===== src/rtl/pfla_pkg.sv =====
`timescale 1ns / 1ps
// ----------------------------------------------------------------------------
// Page free list allocator package
// Shared request and response types, operation and status codes, and the
// command and status bundles between the controller and the datapath.
// ----------------------------------------------------------------------------
package pfla_pkg;

  localparam int unsigned PAGE_W = 12;
  localparam int unsigned OP_W   = 2;
  localparam int unsigned STAT_W = 2;

  localparam logic [OP_W-1:0] OP_ALLOC = 2'd0;
  localparam logic [OP_W-1:0] OP_FREE  = 2'd1;
  localparam logic [OP_W-1:0] OP_TOUCH = 2'd2;

  localparam logic [STAT_W-1:0] STATUS_OK      = 2'd0;
  localparam logic [STAT_W-1:0] STATUS_FULL    = 2'd1;
  localparam logic [STAT_W-1:0] STATUS_INVALID = 2'd2;

  typedef struct packed {
    logic [OP_W-1:0]   op;
    logic [PAGE_W-1:0] page;
  } pfla_req_t;

  typedef struct packed {
    logic [PAGE_W-1:0] page_out;
    logic [STAT_W-1:0] status;
  } pfla_rsp_t;

  typedef enum logic [2:0] {
    S_CLEAR,
    S_IDLE,
    S_EXEC,
    S_POP,
    S_GROW
  } pfla_state_e;

  typedef struct packed {
    logic              capture;
    logic              clr_step;
    logic              pop_fin;
    logic              free_wr;
    logic              grow_alloc;
    logic              grow_touch;
    logic              rsp_en;
    logic [STAT_W-1:0] rsp_status;
  } pfla_cmd_t;

  typedef struct packed {
    logic            clr_last;
    logic            head_zero;
    logic            can_grow;
    logic            covered;
    logic            page_ok;
    logic [OP_W-1:0] op;
  } pfla_sts_t;

endpackage


===== src/rtl/pfla_ctrl.sv =====
`timescale 1ns / 1ps
// ----------------------------------------------------------------------------
// Page free list allocator controller
// Sequences the link memory clear after reset and each request through
// decode, link pop or repeated pool doubling, and raises the response.
// ----------------------------------------------------------------------------
module pfla_ctrl (
  input  logic               clk_i,
  input  logic               rst_ni,
  input  logic               start_i,
  input  pfla_pkg::pfla_sts_t sts_i,
  output logic               busy_o,
  output pfla_pkg::pfla_cmd_t cmd_o
);
  import pfla_pkg::*;

  pfla_state_e state_q, state_d;

  always_ff @(posedge clk_i or negedge rst_ni) begin
    if (!rst_ni) begin
      state_q <= S_CLEAR;
    end else begin
      state_q <= state_d;
    end
  end

  always_comb begin
    state_d = state_q;
    unique case (state_q)
      S_CLEAR: begin
        if (sts_i.clr_last) begin
          state_d = S_IDLE;
        end
      end
      S_IDLE: begin
        if (start_i) begin
          state_d = S_EXEC;
        end
      end
      S_EXEC: begin
        if (sts_i.op == OP_ALLOC && !sts_i.head_zero) begin
          state_d = S_POP;
        end else if (sts_i.op == OP_TOUCH) begin
          state_d = S_GROW;
        end else begin
          state_d = S_IDLE;
        end
      end
      S_POP: begin
        state_d = S_IDLE;
      end
      S_GROW: begin
        if (sts_i.covered || !sts_i.can_grow) begin
          state_d = S_IDLE;
        end
      end
      default: begin
        state_d = S_IDLE;
      end
    endcase
  end

  always_comb begin
    cmd_o  = '0;
    busy_o = 1'b1;
    unique case (state_q)
      S_CLEAR: begin
        cmd_o.clr_step = 1'b1;
      end
      S_IDLE: begin
        busy_o        = 1'b0;
        cmd_o.capture = start_i;
      end
      S_EXEC: begin
        priority if (sts_i.op == OP_ALLOC) begin
          if (sts_i.head_zero) begin
            cmd_o.rsp_en = 1'b1;
            if (sts_i.can_grow) begin
              cmd_o.grow_alloc = 1'b1;
              cmd_o.rsp_status = STATUS_OK;
            end else begin
              cmd_o.rsp_status = STATUS_FULL;
            end
          end
        end else if (sts_i.op == OP_FREE) begin
          cmd_o.rsp_en = 1'b1;
          if (sts_i.page_ok) begin
            cmd_o.free_wr    = 1'b1;
            cmd_o.rsp_status = STATUS_OK;
          end else begin
            cmd_o.rsp_status = STATUS_INVALID;
          end
        end else if (sts_i.op == OP_TOUCH) begin
          cmd_o.rsp_en = 1'b0;
        end else begin
          cmd_o.rsp_en     = 1'b1;
          cmd_o.rsp_status = STATUS_OK;
        end
      end
      S_POP: begin
        cmd_o.pop_fin    = 1'b1;
        cmd_o.rsp_en     = 1'b1;
        cmd_o.rsp_status = STATUS_OK;
      end
      S_GROW: begin
        priority if (sts_i.covered) begin
          cmd_o.rsp_en     = 1'b1;
          cmd_o.rsp_status = STATUS_OK;
        end else if (!sts_i.can_grow) begin
          cmd_o.rsp_en     = 1'b1;
          cmd_o.rsp_status = STATUS_FULL;
        end else begin
          cmd_o.grow_touch = 1'b1;
        end
      end
      default: begin
        busy_o = 1'b1;
      end
    endcase
  end

endmodule


===== config.mk =====
export PLATFORM = sky130hd
export DESIGN_NAME = pfla_ctrl
export DESIGN_NICKNAME = d
export VERILOG_FILES = /design/src/rtl/pfla_pkg.sv /design/src/rtl/pfla_ctrl.sv
export SDC_FILE = /design/constraint.sdc
export NUM_CORES = 1
export LEC_CHECK = 0
export BUFFER_PORTS_ARGS = -buffer_cell sky130_fd_sc_hd__buf_2
export CAP_MARGIN = 0
export CORE_AREA = 2 2 39 41
export DETAILED_ROUTE_END_ITERATION = 8
export DIE_AREA = 0 0 41 43
export PLACE_DENSITY = 0.55
export SLEW_MARGIN = 10
export SYNTH_ARGS = -nofsm -noshare
export SYNTH_HDL_FRONTEND = slang
export SYNTH_SLANG_ARGS = --single-unit

===== constraint.sdc =====
create_clock -name clk_i -period 1.3 [get_ports clk_i]
set_input_delay 0.195 -clock clk_i [delete_from_list [all_inputs] [get_ports clk_i]]
set_output_delay 0.195 -clock clk_i [all_outputs]
set_load 0.005 [all_outputs]

* After elaboration in Yosys (flattened, before gate mapping)
Index checks and enable logic that the tools add are counted.
** Operators by class
- Shift-type cells :: 0
- Multiply operators :: 0
- Order comparisons :: 0
- Div/mod/pow operators :: 0
- Muxes and demuxes :: 28
- Add/subtract/negate cells :: 0
- Bitwise logic cells :: 0
- Equal/unequal tests :: 9
- Reduce and logical (&&, ||, !) cells :: 7
** Operators with widths (number)
- 3-bit two-way mux :: 10
- 1-bit two-way mux :: 14
- 3-bit one-hot mux with 4 select lines :: 1
- 3-bit one-hot mux with 3 select lines :: 1
- 3-bit by 2-bit == test with 1-bit output, second input constant :: 2
- 2-bit inequality test, second input constant :: 3
- 2-bit two-way mux :: 2
- 3-bit by 1-bit == test with 1-bit output, second input constant :: 1
- 3-bit == test, second input constant :: 1
- 3-bit logical NOT :: 1
- 3-bit AND reduction :: 1
- 2-bit by 1-bit == test with 1-bit output, second input constant :: 1
- 2-bit == test, second input constant :: 1
- 1-bit logical NOT :: 2
- 2-bit logical NOT :: 1
- 1-bit logical AND :: 1
- 1-bit logical OR :: 1
** Word-level totals
- Bits in latches :: 0
- Output and inout bits :: 10
- Memory bits (read-only) :: 0
- Bits of input ports :: 10
- Memories kept :: 0
- Bits in registers :: 3
- RAM bits :: 0

* Longest topological paths before layout
- Word-level depth :: 5
- Gate-level depth with buffers :: 4
- Depth with buffers taken out :: 3

* Least setup slack after synthesis
No wires, ideal clock.
- Path type :: register to output
- From :: register state_q[2]
- To :: output port cmd_o[4] in the netlist's numbering
- Path slack :: 0.121 ns
- Cell stages (with the launch flop) :: 4
- Path buffers :: 1
- Data arrival time :: 0.984 ns
- Cells stage by stage :: dfrtp_1 -> buf_2 -> nor3_1 -> and4_1
** RTL lines
- from (decl) :: line pfla_ctrl.sv:17 : pfla_state_e state_q, state_d;
- from (signal assigned) :: line pfla_ctrl.sv:23 : state_q <= state_d;
- to (decl) :: line pfla_ctrl.sv:13 : output pfla_pkg::pfla_cmd_t cmd_o

==> summary.md <==
| Metric | Value |
|---|---|
| Total vias in the final route | `387` |
| # rows | `14` |
| Die X | `41 µm` |
| Post-Synthesis Cell Area | `302 µm²` |
| WP data arrival | `1.23 ns` |
| Post-layout instance area | `569 µm²` |
| Final Instance Count excl. Fillers | `86` |
| I/O Buffers | `19` |
| Outcome | `finished with violations` |
| Routed Wire Length | `921 µm` |
| CTS tree | `built` |
| First-pass DRT Iterations | `3` |
| Synth Warn # | `0` |
| Final setup vio count | `10` |
| Gr usage total | `12.5%` |
| Buf/Inv on CP | `1` |
| Synthesized area per cell | `7.94 µm²` |
| Ant diodes | `0` |
| Fmax | `701 MHz` |
| Placed Area | `423 µm²` |
| Max Clock Skew | `0.00319 ns` |
| Clock-pin slew on the worst setup and hold paths | `0.04 ns` |
| Fin nets | `81` |
| WL per Instance | `10.7 µm` |
| Core area | `0.00138 mm²` |
| Initial antenna violation count | `0` |
| Power Density | `1590 mW/mm²` |
| Post-synth top area cell | `dfrtp_1` |
| Clk_lat worst skew | `0.23 ns` |
| Synth top area cells | `dfrtp_1, nor4b_4, nor2_1, nor3_1, nand2b_1` |
| Failing checks | `setup timing` |
| Crit end category | `primary output` |
| Total power | `0.907 mW` |
| P_leak | `0.282 nW` |
| Hold crit path type | `primary input to flip-flop` |
| First-pass GRT wire length | `1480 µm` |
| Grt total ovfl | `0` |
| Clk Tree Root Cell | `clkbuf_4` |
| GP Congestion | `0.731` |
| Biggest register | `state_q` |
| Yosys reg bits | `3` |
| Syn Inst Count | `38` |
| Layout cells sized above 1 | `67.1%` |
| Final WS setup | `-0.127 ns` |
| Max capacitance violation total | `0` |
| Unrepaired setup endpoints after global routing | `yes` |
| CP Cell Sequence | `nor4b_4, and2_4, buf_6` |
| DIE AREA | `0.00176 mm²` |
| H-tree depth | `1` |
| Dpl cells | `74` |
| Fin. max-slew vios | `0` |
| Vias in the first global route | `360` |
| Final HPWL from detailed placement | `603 µm` |
| Pre-CTS WS | `0.0186 ns` |
| Setup CP Type | `flip-flop to primary output` |
| Period minus WS final | `1.43 ns` |
| CTS sink count | `3` |
| Area growth from synthesis to layout | `88.8%` |
| Crit path max-delay family | `simple AND/OR/NAND/NOR gates` |
| Filler instances | `162` |
| Cell variety after synth | `24` |
| Top cell type's share of synthesized area | `24.9%` |
| DRC viols | `0` |
| Num ports | `20` |
| Slew Limit Headroom | `85.7%` |
| TritonCTS Buffers | `3` |
| Clock tree buffer depth | `2` |
| Fin crit share | `110%` |
| Critical path fanouts, max | `6` |
| Required @ worst endpoint | `1.11 ns` |
| Avg Vias per Cell | `4.50` |
| Max reg flops | `3` |
| CP max stage cell | `dfrtp_2` |
| Die Span Y | `43 µm` |
| Starting Density | `21.8%` |
| Peak supply drop | `0.685 mV` |
| Pin count of the biggest net entering global routing | `7` |
| Sequential area share after synthesis | `24.9%` |
| Crit-path max cell delay | `0.44 ns` |
| Largest regs | `state_q (3)` |
| Syn_nets | `48` |
| Critical Path Source Type | `flip-flop` |
| Worst slew pin tran | `0.213 ns` |
| DRT antenna net count | `0` |
| Count of final hold-check violations | `0` |
| DRT iter0 DRCs | `7` |
per-stage QoR:
step	hold WS (ns)	TNS, ns	util, %
4_1_cts	0.241	-0.940	39.4
6_report	0.250	-0.958	41.1
3_3_place_gp	-0.00601	0	30.6
3_5_place_dp	-0.00626	0	30.6
5_1_grt	0.253	-1.68	41.1
2_1_floorplan	-0.101	0	-
kinds of logic (layout without fill, tap and decap cells):
group | after synthesis | after routing | share of synthesized area (%)
simple gates | 22 | 22 | 46.9
compound gates | 8 | 8 | 17.8
buf+inv | 5 | 37 | 10.4
flops | 3 | 3 | 24.9
synth_stat cells:
library cell	n
nor2_1	6
nor3_1	4
dfrtp_1	3
a21oi_1	2
inv_1	2
nand2b_1	2
nand3_1	2
a2bb2oi_1	1
a31o_2	1
a31oi_1	1
and2_4	1
and2b_1	1
and4_1	1
buf_2	1
buf_4	1
buf_6	1
nand3b_1	1
nor2b_1	1
nor3b_1	1
nor4b_4	1
o211ai_1	1
o21ai_0	1
o31ai_1	1
or3_1	1
metal layers:
metal | up-vias | track usage (%) | wire, µm
met5 | - | 0 | 0
met4 | 0 | 2.00 | 0
met3 | 0 | 6.28 | 71
met2 | 15 | 18.4 | 415
met1 | 171 | 16.2 | 435
li1 | 201 | - | -
final cells by class:
type                            instances  area (µm²)  share of cell area, %
Clock buffer                            4        26.3                   4.62
Inverter                                2        7.51                   1.32
Multi-Input combinational cell         30         230                   40.4
Sequential cell                         3        78.8                   13.8
Tap cell                               16        20.0                   3.52
Timing Repair Buffer                   31         206                   36.3
final timing paths:
check,slack (ns),cells after the start,start,end
worst max-delay path,-0.13,3,state_q[1],cmd_o[3]
worst min-delay path,0.25,2,sts_i[1],state_q[2]
worst max register to register,0.08,4,state_q[2],state_q[2]
worst min register to register,0.64,2,state_q[2],state_q[1]
max in group asynchronous,0.89,2,rst_ni,state_q[1]
min in group asynchronous,0.29,2,rst_ni,state_q[2]
power breakdown:
| part | switching [mW] | leakage, nW | internal [mW] |
|---|---|---|---|
| combinational | 0.216 | 0.233 | 0.319 |
| clock | 0.0497 | 0.0150 | 0.115 |
| sequential | 0.0782 | 0.0345 | 0.130 |
| total | 0.344 | 0.282 | 0.564 |
placed cells by master (no fill, tap or decap), drive strengths merged, types with 2 or more instances in the layout:
master   n
nand2b   2
dfrtp    3
nor3     4
clkbuf   4
nand3    2
inv      2
nor2     6
buf     30
a21oi    2
what timing repair did:
| item | 4_1_cts | 5_1_grt |
|---|---|---|
| gates resized for setup | 17 | 2 |
| hold endpoints to repair | 3 | 0 |
| setup buffers | 5 | 2 |
| endpoints found under the setup margin | 10 | 10 |
| hold buffers | 1 | 0 |
| pin swaps | 6 | 9 |
Power figures use the tool's default switching activity.
